<file path="config.mk">
export PLATFORM = sky130hd
export DESIGN_NAME = calendar_to_epoch_seconds_core
export DESIGN_NICKNAME = d
export VERILOG_FILES = /design/src/rtl/cte_pkg.sv /design/src/rtl/cte_field_check.sv /design/src/rtl/cte_day_count.sv /design/src/rtl/cte_epoch_calc.sv /design/src/rtl/calendar_to_epoch_seconds_core.sv
export SDC_FILE = /design/constraint.sdc
export NUM_CORES = 1
export LEC_CHECK = 0
export BUFFER_PORTS_ARGS = -buffer_cell sky130_fd_sc_hd__buf_4
export CAP_MARGIN = 20
export CORE_MARGIN = 10
export CORE_UTILIZATION = 50
export DETAILED_ROUTE_END_ITERATION = 7
export GPL_ROUTABILITY_DRIVEN = 1
export HOLD_SLACK_MARGIN = 0.1
export PLACE_DENSITY = 0.67
export SLEW_MARGIN = 15
export SYNTH_ARGS = -nofsm -noshare
export SYNTH_HDL_FRONTEND = slang
export SYNTH_SLANG_ARGS = --single-unit
export TNS_END_PERCENT = 5
</file>
<file path="constraint.sdc">
create_clock -name i_clk -period 24.1 [get_ports i_clk]
set_input_delay 1.205 -clock i_clk [delete_from_list [all_inputs] [get_ports i_clk]]
set_output_delay 1.205 -clock i_clk [all_outputs]
set_load 0.1 [all_outputs]
</file>
<file path="src/rtl/cte_pkg.sv">
package cte_pkg;

    localparam int unsigned YearW  = 12;
    localparam int unsigned DayW   = 6;
    localparam int unsigned MonW   = 4;
    localparam int unsigned TimeW  = 6;
    localparam int unsigned ZoneW  = 20;
    localparam int unsigned EpochW = 37;
    localparam int unsigned DaysW  = 20;
    localparam int unsigned TodW   = 17;
    localparam int unsigned QW     = 6;

    localparam logic [YearW-1:0] EpochYear  = 12'd1970;
    localparam logic [YearW-1:0] Century    = 12'd100;
    localparam logic [YearW-1:0] WinLow     = 12'd1900;
    localparam logic [YearW-1:0] WinHigh    = 12'd2000;
    localparam logic [YearW-1:0] WinSplit   = 12'd70;
    localparam logic [MonW-1:0]  MonFeb     = 4'd1;
    localparam logic [MonW-1:0]  MonDec     = 4'd11;
    // leaps_through(1969)
    localparam logic [YearW-1:0] LeapsBase  = 12'd477;
    // y/100 as (y * 5243) >> 19, exact for all 12-bit y
    localparam logic [12:0]      Recip100   = 13'd5243;
    localparam int unsigned      RecipShift = 19;
    localparam logic [16:0]      SecsDay    = 17'd86400;
    localparam logic [11:0]      SecsHour   = 12'd3600;
    localparam logic [5:0]       SecsMin    = 6'd60;
    localparam logic [8:0]       DaysYear   = 9'd365;

    typedef struct packed {
        logic              valid;
        logic              ok;
        logic [YearW-1:0]  year;
        logic [MonW-1:0]   mon;
        logic [DayW-1:0]   day;
        logic [TimeW-1:0]  hour;
        logic [TimeW-1:0]  minute;
        logic [TimeW-1:0]  sec;
        logic [ZoneW-1:0]  zone;
    } t_fld;

    typedef struct packed {
        logic              valid;
        logic              ok;
        logic [DaysW-1:0]  days;
        logic [TodW-1:0]   tod;
        logic [ZoneW-1:0]  zone;
    } t_days;

    function automatic logic [4:0] month_len(input logic [MonW-1:0] mon);
        logic [4:0] len;
        case (mon)
            4'd0:    len = 5'd31;
            4'd1:    len = 5'd28;
            4'd2:    len = 5'd31;
            4'd3:    len = 5'd30;
            4'd4:    len = 5'd31;
            4'd5:    len = 5'd30;
            4'd6:    len = 5'd31;
            4'd7:    len = 5'd31;
            4'd8:    len = 5'd30;
            4'd9:    len = 5'd31;
            4'd10:   len = 5'd30;
            4'd11:   len = 5'd31;
            default: len = 5'd0;
        endcase
        return len;
    endfunction

    function automatic logic [8:0] days_before(input logic [MonW-1:0] mon);
        logic [8:0] d;
        case (mon)
            4'd0:    d = 9'd0;
            4'd1:    d = 9'd31;
            4'd2:    d = 9'd59;
            4'd3:    d = 9'd90;
            4'd4:    d = 9'd120;
            4'd5:    d = 9'd151;
            4'd6:    d = 9'd181;
            4'd7:    d = 9'd212;
            4'd8:    d = 9'd243;
            4'd9:    d = 9'd273;
            4'd10:   d = 9'd304;
            4'd11:   d = 9'd334;
            default: d = 9'd0;
        endcase
        return d;
    endfunction

endpackage

</file>
<file path="src/rtl/cte_field_check.sv">
module cte_field_check
    import cte_pkg::*;
(
    input  logic             i_clk,
    input  logic             i_rst_n,
    input  logic             i_valid,
    input  logic [DayW-1:0]  i_day,
    input  logic [MonW-1:0]  i_mon,
    input  logic [YearW-1:0] i_year,
    input  logic [TimeW-1:0] i_hour,
    input  logic [TimeW-1:0] i_minute,
    input  logic [TimeW-1:0] i_sec,
    input  logic [ZoneW-1:0] i_zone,
    output t_fld             o_fld
);

    t_fld             r_fld;
    t_fld             n_fld;
    logic [YearW-1:0] year_win;

    always_comb begin
        // two-digit years land in 1970..2069
        if (i_year < Century) begin
            if (i_year < WinSplit) begin
                year_win = i_year + WinHigh;
            end else begin
                year_win = i_year + WinLow;
            end
        end else begin
            year_win = i_year;
        end
        n_fld.valid  = i_valid;
        n_fld.ok     = (year_win >= EpochYear) && (i_mon <= MonDec)
                       && (i_hour < 6'd24) && (i_minute < 6'd60) && (i_sec < 6'd60);
        n_fld.year   = year_win;
        n_fld.mon    = i_mon;
        n_fld.day    = i_day;
        n_fld.hour   = i_hour;
        n_fld.minute = i_minute;
        n_fld.sec    = i_sec;
        n_fld.zone   = i_zone;
    end

    always_ff @(posedge i_clk) begin
        if (!i_rst_n) begin
            r_fld.valid <= 1'b0;
        end else begin
            r_fld.valid <= n_fld.valid;
        end
        r_fld.ok     <= n_fld.ok;
        r_fld.year   <= n_fld.year;
        r_fld.mon    <= n_fld.mon;
        r_fld.day    <= n_fld.day;
        r_fld.hour   <= n_fld.hour;
        r_fld.minute <= n_fld.minute;
        r_fld.sec    <= n_fld.sec;
        r_fld.zone   <= n_fld.zone;
    end

    assign o_fld = r_fld;

endmodule

</file>
<file path="src/rtl/cte_day_count.sv">
module cte_day_count
    import cte_pkg::*;
(
    input  logic  i_clk,
    input  logic  i_rst_n,
    input  t_fld  i_fld,
    output t_days o_days
);

    // stage a: centuries of year and year-1
    t_fld             r_fld;
    logic [QW-1:0]    r_q_prev;
    logic [QW-1:0]    r_q_cur;
    logic [YearW-1:0] year_prev;
    logic [24:0]      prod_prev;
    logic [24:0]      prod_cur;
    logic [QW-1:0]    n_q_prev;
    logic [QW-1:0]    n_q_cur;

    always_comb begin
        year_prev = i_fld.year - 12'd1;
        prod_prev = {13'd0, year_prev} * {12'd0, Recip100};
        prod_cur  = {13'd0, i_fld.year} * {12'd0, Recip100};
        n_q_prev  = prod_prev[RecipShift +: QW];
        n_q_cur   = prod_cur[RecipShift +: QW];
    end

    always_ff @(posedge i_clk) begin
        if (!i_rst_n) begin
            r_fld.valid <= 1'b0;
        end else begin
            r_fld.valid <= i_fld.valid;
        end
        r_fld.ok     <= i_fld.ok;
        r_fld.year   <= i_fld.year;
        r_fld.mon    <= i_fld.mon;
        r_fld.day    <= i_fld.day;
        r_fld.hour   <= i_fld.hour;
        r_fld.minute <= i_fld.minute;
        r_fld.sec    <= i_fld.sec;
        r_fld.zone   <= i_fld.zone;
        r_q_prev     <= n_q_prev;
        r_q_cur      <= n_q_cur;
    end

    // stage b: day count and time of day
    t_days            r_days;
    t_days            n_days;
    logic [YearW-1:0] yp;
    logic [YearW-1:0] leaps;
    logic             leap;
    logic [YearW-1:0] rem100;
    logic [4:0]       mlen;
    logic             day_ok;
    logic [20:0]      base_days;
    logic [20:0]      sum_days;
    logic [16:0]      hour_secs;
    logic [11:0]      min_secs;

    always_comb begin
        yp        = r_fld.year - 12'd1;
        leaps     = {2'b00, yp[YearW-1:2]} - {{(YearW-QW){1'b0}}, r_q_prev}
                    + {{(YearW-QW+2){1'b0}}, r_q_prev[QW-1:2]} - LeapsBase;
        rem100    = r_fld.year - 12'({r_q_cur, 7'd0} - {r_q_cur, 5'd0} + {r_q_cur, 2'd0});
        leap      = (r_fld.year[1:0] == 2'b00)
                    && ((rem100 != 12'd0) || (r_q_cur[1:0] == 2'b00));
        mlen      = month_len(r_fld.mon) + {4'd0, leap && (r_fld.mon == MonFeb)};
        day_ok    = (r_fld.day != 6'd0) && (r_fld.day <= {1'b0, mlen});
        base_days = 21'(r_fld.year - EpochYear) * {12'd0, DaysYear};
        sum_days  = base_days + {9'd0, leaps} + {12'd0, days_before(r_fld.mon)}
                    + {20'd0, leap && (r_fld.mon > MonFeb)}
                    + {15'd0, r_fld.day} - 21'd1;
        hour_secs = {11'd0, r_fld.hour} * {5'd0, SecsHour};
        min_secs  = {6'd0, r_fld.minute} * {6'd0, SecsMin};

        n_days.valid = r_fld.valid;
        n_days.ok    = r_fld.ok && day_ok;
        n_days.days  = sum_days[DaysW-1:0];
        n_days.tod   = hour_secs + {5'd0, min_secs} + {11'd0, r_fld.sec};
        n_days.zone  = r_fld.zone;
    end

    always_ff @(posedge i_clk) begin
        if (!i_rst_n) begin
            r_days.valid <= 1'b0;
        end else begin
            r_days.valid <= n_days.valid;
        end
        r_days.ok   <= n_days.ok;
        r_days.days <= n_days.days;
        r_days.tod  <= n_days.tod;
        r_days.zone <= n_days.zone;
    end

    assign o_days = r_days;

endmodule

</file>
<file path="src/rtl/cte_epoch_calc.sv">
module cte_epoch_calc
    import cte_pkg::*;
(
    input  logic              i_clk,
    input  logic              i_rst_n,
    input  t_days             i_days,
    output logic              o_strobe,
    output logic              o_date_valid,
    output logic [EpochW-1:0] o_epoch_seconds,
    output logic [ZoneW-1:0]  o_zone_out
);

    // stage c: local seconds
    logic              r_valid_c;
    logic              r_ok_c;
    logic [EpochW-1:0] r_local;
    logic [ZoneW-1:0]  r_zone_c;
    logic [EpochW-1:0] n_local;

    assign n_local = 37'({17'd0, i_days.days} * {20'd0, SecsDay}) + {20'd0, i_days.tod};

    always_ff @(posedge i_clk) begin
        if (!i_rst_n) begin
            r_valid_c <= 1'b0;
        end else begin
            r_valid_c <= i_days.valid;
        end
        r_ok_c   <= i_days.ok;
        r_local  <= n_local;
        r_zone_c <= i_days.zone;
    end

    // stage d: zone adjust, zero for an invalid date, falls back to local time if it would go negative
    logic              r_strobe;
    logic              r_date_valid;
    logic [EpochW-1:0] r_epoch;
    logic [ZoneW-1:0]  r_zone;
    logic [EpochW+1:0] diff;
    logic [EpochW-1:0] n_epoch;

    always_comb begin
        diff = {2'b00, r_local} - {{(EpochW-ZoneW+2){r_zone_c[ZoneW-1]}}, r_zone_c};
        if (!r_ok_c) begin
            n_epoch = '0;
        end else if (diff[EpochW+1]) begin
            n_epoch = r_local;
        end else begin
            n_epoch = diff[EpochW-1:0];
        end
    end

    always_ff @(posedge i_clk) begin
        if (!i_rst_n) begin
            r_strobe <= 1'b0;
        end else begin
            r_strobe <= r_valid_c;
        end
        r_date_valid <= r_ok_c;
        r_epoch      <= n_epoch;
        r_zone       <= r_zone_c;
    end

    assign o_strobe        = r_strobe;
    assign o_date_valid    = r_date_valid;
    assign o_epoch_seconds = r_epoch;
    assign o_zone_out      = r_zone;

endmodule

</file>
<file path="src/rtl/calendar_to_epoch_seconds_core.sv">
// calendar date and time to seconds since 1970-01-01 utc
//
// input transaction: drive the fields and raise start; it is taken at the
// rising edge where start is high and busy is low. busy is high during reset
// and until the register r_busy clears after it, and low from then on, so a
// new transaction can be taken every cycle.
// result transaction: o_strobe is high for one cycle with o_date_valid,
// o_epoch_seconds and o_zone_out; it is taken at the edge ending that cycle.
// every input transaction gives exactly one result, in order.
// pipeline: the fields pass from the accepting edge through the registered
// stages field check, century split, day count, seconds multiply and zone
// adjust. throughput: one transaction per cycle, set by the fully
// pipelined datapath.
// reset clears all valid bits; transactions in flight are dropped.
// the receiver cannot stall, so the pipeline never holds.
module calendar_to_epoch_seconds_core
    import cte_pkg::*;
(
    input  logic              i_clk,
    input  logic              i_rst_n,
    input  logic              start,
    output logic              busy,
    input  logic [DayW-1:0]   i_day_of_month,
    input  logic [MonW-1:0]   i_month_index,
    input  logic [YearW-1:0]  i_year_value,
    input  logic [TimeW-1:0]  i_hour_value,
    input  logic [TimeW-1:0]  i_minute_value,
    input  logic [TimeW-1:0]  i_second_value,
    input  logic [ZoneW-1:0]  i_zone_offset,
    output logic              o_strobe,
    output logic              o_date_valid,
    output logic [EpochW-1:0] o_epoch_seconds,
    output logic [ZoneW-1:0]  o_zone_out
);

    logic  r_busy;
    logic  accept;
    t_fld  fld;
    t_days days;

    always_ff @(posedge i_clk) begin
        if (!i_rst_n) begin
            r_busy <= 1'b1;
        end else begin
            r_busy <= 1'b0;
        end
    end

    assign busy   = r_busy | ~i_rst_n;
    assign accept = start & ~busy;

    cte_field_check u_field_check (
        .i_clk    (i_clk),
        .i_rst_n  (i_rst_n),
        .i_valid  (accept),
        .i_day    (i_day_of_month),
        .i_mon    (i_month_index),
        .i_year   (i_year_value),
        .i_hour   (i_hour_value),
        .i_minute (i_minute_value),
        .i_sec    (i_second_value),
        .i_zone   (i_zone_offset),
        .o_fld    (fld)
    );

    cte_day_count u_day_count (
        .i_clk   (i_clk),
        .i_rst_n (i_rst_n),
        .i_fld   (fld),
        .o_days  (days)
    );

    cte_epoch_calc u_epoch_calc (
        .i_clk           (i_clk),
        .i_rst_n         (i_rst_n),
        .i_days          (days),
        .o_strobe        (o_strobe),
        .o_date_valid    (o_date_valid),
        .o_epoch_seconds (o_epoch_seconds),
        .o_zone_out      (o_zone_out)
    );

endmodule
</file>
# Word level (Yosys, flattened, before mapping)
# Memories as Yosys holds them, arrays and structs flattened. A register that Yosys moved wholly into a read port is not among the register bits.
# Index checks and enable logic that the tools add are counted.
dict set report totals {
  ff_bits 314
  latchBits 0
  ram_bits 0
  mem_bits_ro 224
  input_bits 63
  out_inout_bits 60
  word_cells 95
  n_memories 2
}
# memory words word_bits read_ports rd_clocked_by_memory_dff wr line
set mem_list {}
lappend mem_list {{(no name shown)} 16 9 1 1 0 cte_pkg.sv:72} ;# case (mon)
lappend mem_list {{(no name shown)} 16 5 1 1 0 cte_pkg.sv:52} ;# case (mon)
dict set report classes {
  n_addsub 21
  multipliers 6
  div_mod_pow 0
  magnitude_cmp 9
  eq_ne 1
  shifts 0
  mux 4
  n_bitwise 4
  reduce_logical 14
}
# operator count
set ops {}
lappend ops {{multiplier 12 x 13 -> 25 bit, second input constant} 2}
lappend ops {{subtractor 38 x 20 -> 39 bit} 1}
lappend ops {{adder 37 x 17 -> 37 bit} 1}
lappend ops {{2-to-1 mux 37 bit} 1}
lappend ops {{multiplier 20 x 10 -> 30 bit, second input constant} 1}
lappend ops {{adder 12 x 11 -> 12 bit, second input constant} 2}
lappend ops {{< comparator 12 x 7 -> 1 bit, second input constant} 2}
lappend ops {{2-to-1 mux 12 bit} 2}
lappend ops {{subtractor 12 x 1 -> 12 bit, second input constant} 2}
lappend ops {{multiplier 21 x 9 -> 20 bit, second input constant} 1}
lappend ops {{adder 20 x 1 -> 20 bit} 1}
lappend ops {{adder 20 x 12 -> 20 bit} 1}
lappend ops {{adder 20 x 6 -> 20 bit} 1}
lappend ops {{adder 20 x 9 -> 20 bit} 1}
lappend ops {{subtractor 20 x 1 -> 20 bit, second input constant} 1}
lappend ops {{adder 17 x 12 -> 17 bit} 1}
lappend ops {{adder 17 x 6 -> 17 bit} 1}
lappend ops {{multiplier 6 x 8 -> 13 bit, second input constant} 1}
lappend ops {{subtractor 12 x 11 -> 13 bit, second input constant} 1}
lappend ops {{adder 12 x 4 -> 12 bit} 1}
lappend ops {{adder 12 x 8 -> 12 bit} 1}
lappend ops {{greater-or-equal comparator 12 x 11 -> 1 bit, second input constant} 1}
lappend ops {{< comparator 6 bit, second input constant} 2}
lappend ops {{nonzero test 12 bit} 1}
lappend ops {{other kinds (19)} 29}

# Longest topological paths before layout
dict set report depth {
  word_depth 11
  mapped_depth 37
  mapped_depth_nobuf 36
}

# Hierarchy
# Synthesis repeated with hierarchy kept, for this count alone.
dict set report unflattened {
  cells_unflattened 2805
  area_unflattened_um2 27271.2
}
# module instances cells_each area_each_um2 seq_area_each_um2
set by_module_without_submodules {}
lappend by_module_without_submodules {cte_day_count 1 1619 16264.3 2902.8}
lappend by_module_without_submodules {cte_epoch_calc 1 1053 9265.1 2362.3}
lappend by_module_without_submodules {cte_field_check 1 129 1702.9 1241.2}
lappend by_module_without_submodules {calendar_to_epoch_seconds_core 1 4 38.8 20.0}

# Worst setup path before layout
# Ideal clock, no wire load.
dict set report synth_timing {
  path_kind {reg2reg}
  startpoint {register u_day_count.r_fld[49] (netlist bit)}
  endpoint {register u_day_count.o_days[53] (netlist name)}
  setup_ns 0.095
  arrival_ns 7.448
  required_time_ns 24.005
  slack_ns 16.557
  stages_incl_launch_ff 33
  path_buffers 1
  period_less_slack_ns 7.543
  cell_sequence {dfxtp_1 clkbuf_1 inv_1 ha_1 inv_1 a21oi_1 xnor2_1 inv_1 fa_1 ha_1 inv_1 ha_1 fa_1 a21o_1 a21o_1 xor2_1 fa_1 fa_1 inv_1 fa_1 fa_1 inv_1 fa_1 ha_1 a21oi_1 nor2b_1 o21ai_0 a31oi_1 a211oi_1 nor3_1 and2_1 o21ai_0 a221oi_1}
}
# element line
set synth_lines {}
lappend synth_lines {{start, declared} cte_day_count.sv:11} ;# t_fld r_fld;

==> metrics.md <==
| Metric | Value |
|---|---|
| Ant. Diodes | 0 |
| Min Tclk post-route | 8.28 ns |
| Async set or reset register ratio after synthesis | 0 |
| Die width | 251 um |
| R2R Setup Slk | 15.82 ns |
| WL final | 51.6 mm |
| R2r endpoint | u_day_count.o_days[55]$_DFF_P_ |
| Starting DRT DRC Count | 543 |
| Via-per-instance ratio | 5.04 |
| Yosys warns | 0 |
| Cell repeated most along the worst path | fa_1 |
| Cell taking the most area after synthesis | dfxtp_1 |
| Largest net degree at the start of global routing | 42 |
| Sequential Area | 6530 um2 |
| Worst EP required | 24.56 ns |
| Layout fillers | 4,564 |
| Tot GR Track Use | 0.168 |
| Synth Cell Area | 26,700 um2 |
| Final ANT Viol Nets | 0 |
| Die Ht | 251 um |
| Synth top area share | 0.244 |
| Ys flop type | dfxtp_1 |
| Final setup viols | 0 |
| Root Buffer | clkbuf_16 |
| Layout area overhead | 11.1% |
| Top cells by count, synth | inv_1, ha_1, dfxtp_1 |
| FF+latch count, synth | 326 |
| Critical-path maximum fanout | 7 |
| Relative slew slack | 0.453 |
| EDFF count, synth | 0 |
| Site Rows | 84 |
| Hold_buf cts | 0 |
| Reg-to-reg critical path startpoint | u_day_count.r_fld[49]$_DFF_P_ |
| Clk_skew | 0.0236 ns |
| Worst Hold End | u_day_count.r_fld[39]$_DFF_P_ |
| Worst-path clk slew | 0.06 ns |
| Area of the multi-input gates | 17,900 um2 |
| Clk sinks | 326 |
| Max Slew Vio Count | 0 |
| Syn avg cell area | 9.85 um2 |
| Share of cells above drive strength 1 | 0.0750 |
| Post-CTS setup buffer count | 0 |
| Global placement routability congestion | 0.877 |
| CP max stage delay | 0.51 ns |
| Critical Path Source Type | flop |
| Core area | 52,800 um2 |
| Critical Path AT | 8.75 ns |
| Synth area leaders | dfxtp_1, ha_1, fa_1 |
| F_max | 121 MHz |
| Setup CP Type | reg2reg |
| Initial DRT Pass Iterations | 5 |
| Overflow after GRT | 0 |
| Clock Latency Late Sink | 0.55 ns |
| Critical path origin | u_day_count.r_fld[49]$_DFF_P_ |
| Cell variety after synth | 74 |
| Final nets | 3,633 |
| HP Start | u_field_check.o_fld[39]$_DFF_P_ |
| Setup TNS | 0 ns |
| Post-Syn Nets | 3,505 |
| Resize count post-CTS | 0 |
| H-tree levels | 2 |
| Die Footprint | 63,100 um2 |
| Avg WL per Cell | 14.5 um |
| Number of global-route vias before repair | 19,400 |
| Via count | 17,900 |
| Hold Path Depth | 0 |
| IO Pins | 123 |
| Final Cycle Share | 0.344 |
| Antenna violations before repair | 0 |
| Maximum Capacitance Violations | 0 |
| Global-route wire length before repair | 89.8 mm |
| TritonCTS clock tree | done |
| DP Wirelength | 43.9 mm |
| Min-Delay Path Class | reg2reg |
| Post-Synthesis Cells | 2,712 |
| Status | complete, no violations |
| Worst R2R Path Depth | 31 |
| Port Buffers | 122 |
| Final Hold Vio Count | 0 |
| CP max-delay cell | fa_1 |
| CTS buffer count | 36 |
| CTS max path bufs | 3 |
| Initial Utilization | 0.506 |
| Register area share after synthesis | 0.244 |
| Most frequent cell after synthesis | inv_1 |
| RSZ-0062 raised after global routing | no |
| Critical Path Sink Type | flop |
| Slew @ Worst Pin | 0.815 ns |
| Residual DRC count | 0 |
[registers in the layout (all words and copies together), names as in the netlist, named ones only]
register                      count
u_day_count.o_days               59
u_day_count.n_days               21
u_epoch_calc.o_epoch_seconds     37
u_day_count.r_fld                41
u_epoch_calc.r_zone_c            20
u_field_check.o_fld              62
u_epoch_calc.r_local             37
r_busy                            1
u_epoch_calc.o_strobe             1
u_epoch_calc.r_ok_c               1
u_day_count.r_q_cur               6
u_epoch_calc.r_valid_c            1
u_epoch_calc.o_date_valid         1
u_epoch_calc.o_zone_out          20
u_day_count.r_q_prev              6
[through the flow]
stage | hold slack (ns) | instance area, um2 | worst slack, ns | util | cells
floorplan | 0.310 | 26700 | 16.56 | - | 2712
global placement | 0.311 | 28300 | 16.16 | 0.537 | 3490
detailed placement | 0.312 | 28300 | 15.84 | 0.537 | 3490
CTS | 0.325 | 29700 | 15.77 | 0.562 | 3555
global route | 0.326 | 29700 | 15.39 | 0.562 | 3555
finish | 0.324 | 29700 | 15.82 | 0.562 | 3555
[critical path: cells and delay by family, from the launching register on]
family          cells  cell delay (ns)
buf+inv             6             0.61
flops               1             0.39
fa+ha+maj          11             4.41
xor+xnor            3             0.48
compound gates      9             2.06
simple gates        2             0.22
[metal layers]
layer  up-vias  track usage  routed length, um
li1       9083            -                  -
met3        72       0.0203               1210
met1      8554        0.186              21600
met5         -            0                  0
met2       204        0.330              27600
met4         0       0.0469               1230
[worst max-delay path by stage]
stage                                     end  slack, ns  depth (start not counted)
6_report       u_day_count.o_days[55]$_DFF_P_      15.82                         31
5_1_grt        u_day_count.o_days[53]$_DFF_P_      15.39                         31
4_1_cts        u_day_count.o_days[55]$_DFF_P_      15.77                         31
3_5_place_dp   u_day_count.o_days[55]$_DFF_P_      15.84                         31
3_3_place_gp   u_day_count.o_days[53]$_DFF_P_      16.16                         31
2_1_floorplan  u_day_count.o_days[53]$_DFF_P_      16.56                         32
[cell type report]
class                           count  share of cell area
Clock buffer                       43              0.0337
Clock inverter                     22              0.0109
Inverter                          561              0.0710
Multi-Input combinational cell   1789               0.603
Sequential cell                   326               0.220
Tap cell                          688              0.0290
Timing Repair Buffer              126              0.0319
[layout by cell type (no fill, tap or decap), types with 20 or more instances in the layout]
cell and instances:
xnor2_1 135, fa_1 247, o21ai_0 52, nand3_1 30, nor3_1 38, clkbuf_16 37, a21o_1 56, nor2_1 85
dfxtp_1 326, a21oi_1 133, ha_1 483, nand2_1 98, mux2i_1 43, o21a_1 20, o21bai_1 27, buf_4 126
inv_1 560, nor2b_1 54, xor2_1 59
[cells by family after synthesis]
group / Yosys count / share of synthesized area
XOR/XNOR: 195 / 0.0642
AND/OR/NAND/NOR: 423 / 0.0808
adder cells (fa/ha/maj): 730 / 0.411
multiplexers: 43 / 0.0161
flip-flops: 326 / 0.244
buffers and inverters: 597 / 0.0855
AO/OA/AOI/OAI: 398 / 0.0977
Power is not shown: default switching activity piles up to over one toggle a cycle in this logic, so the estimate is an artifact.
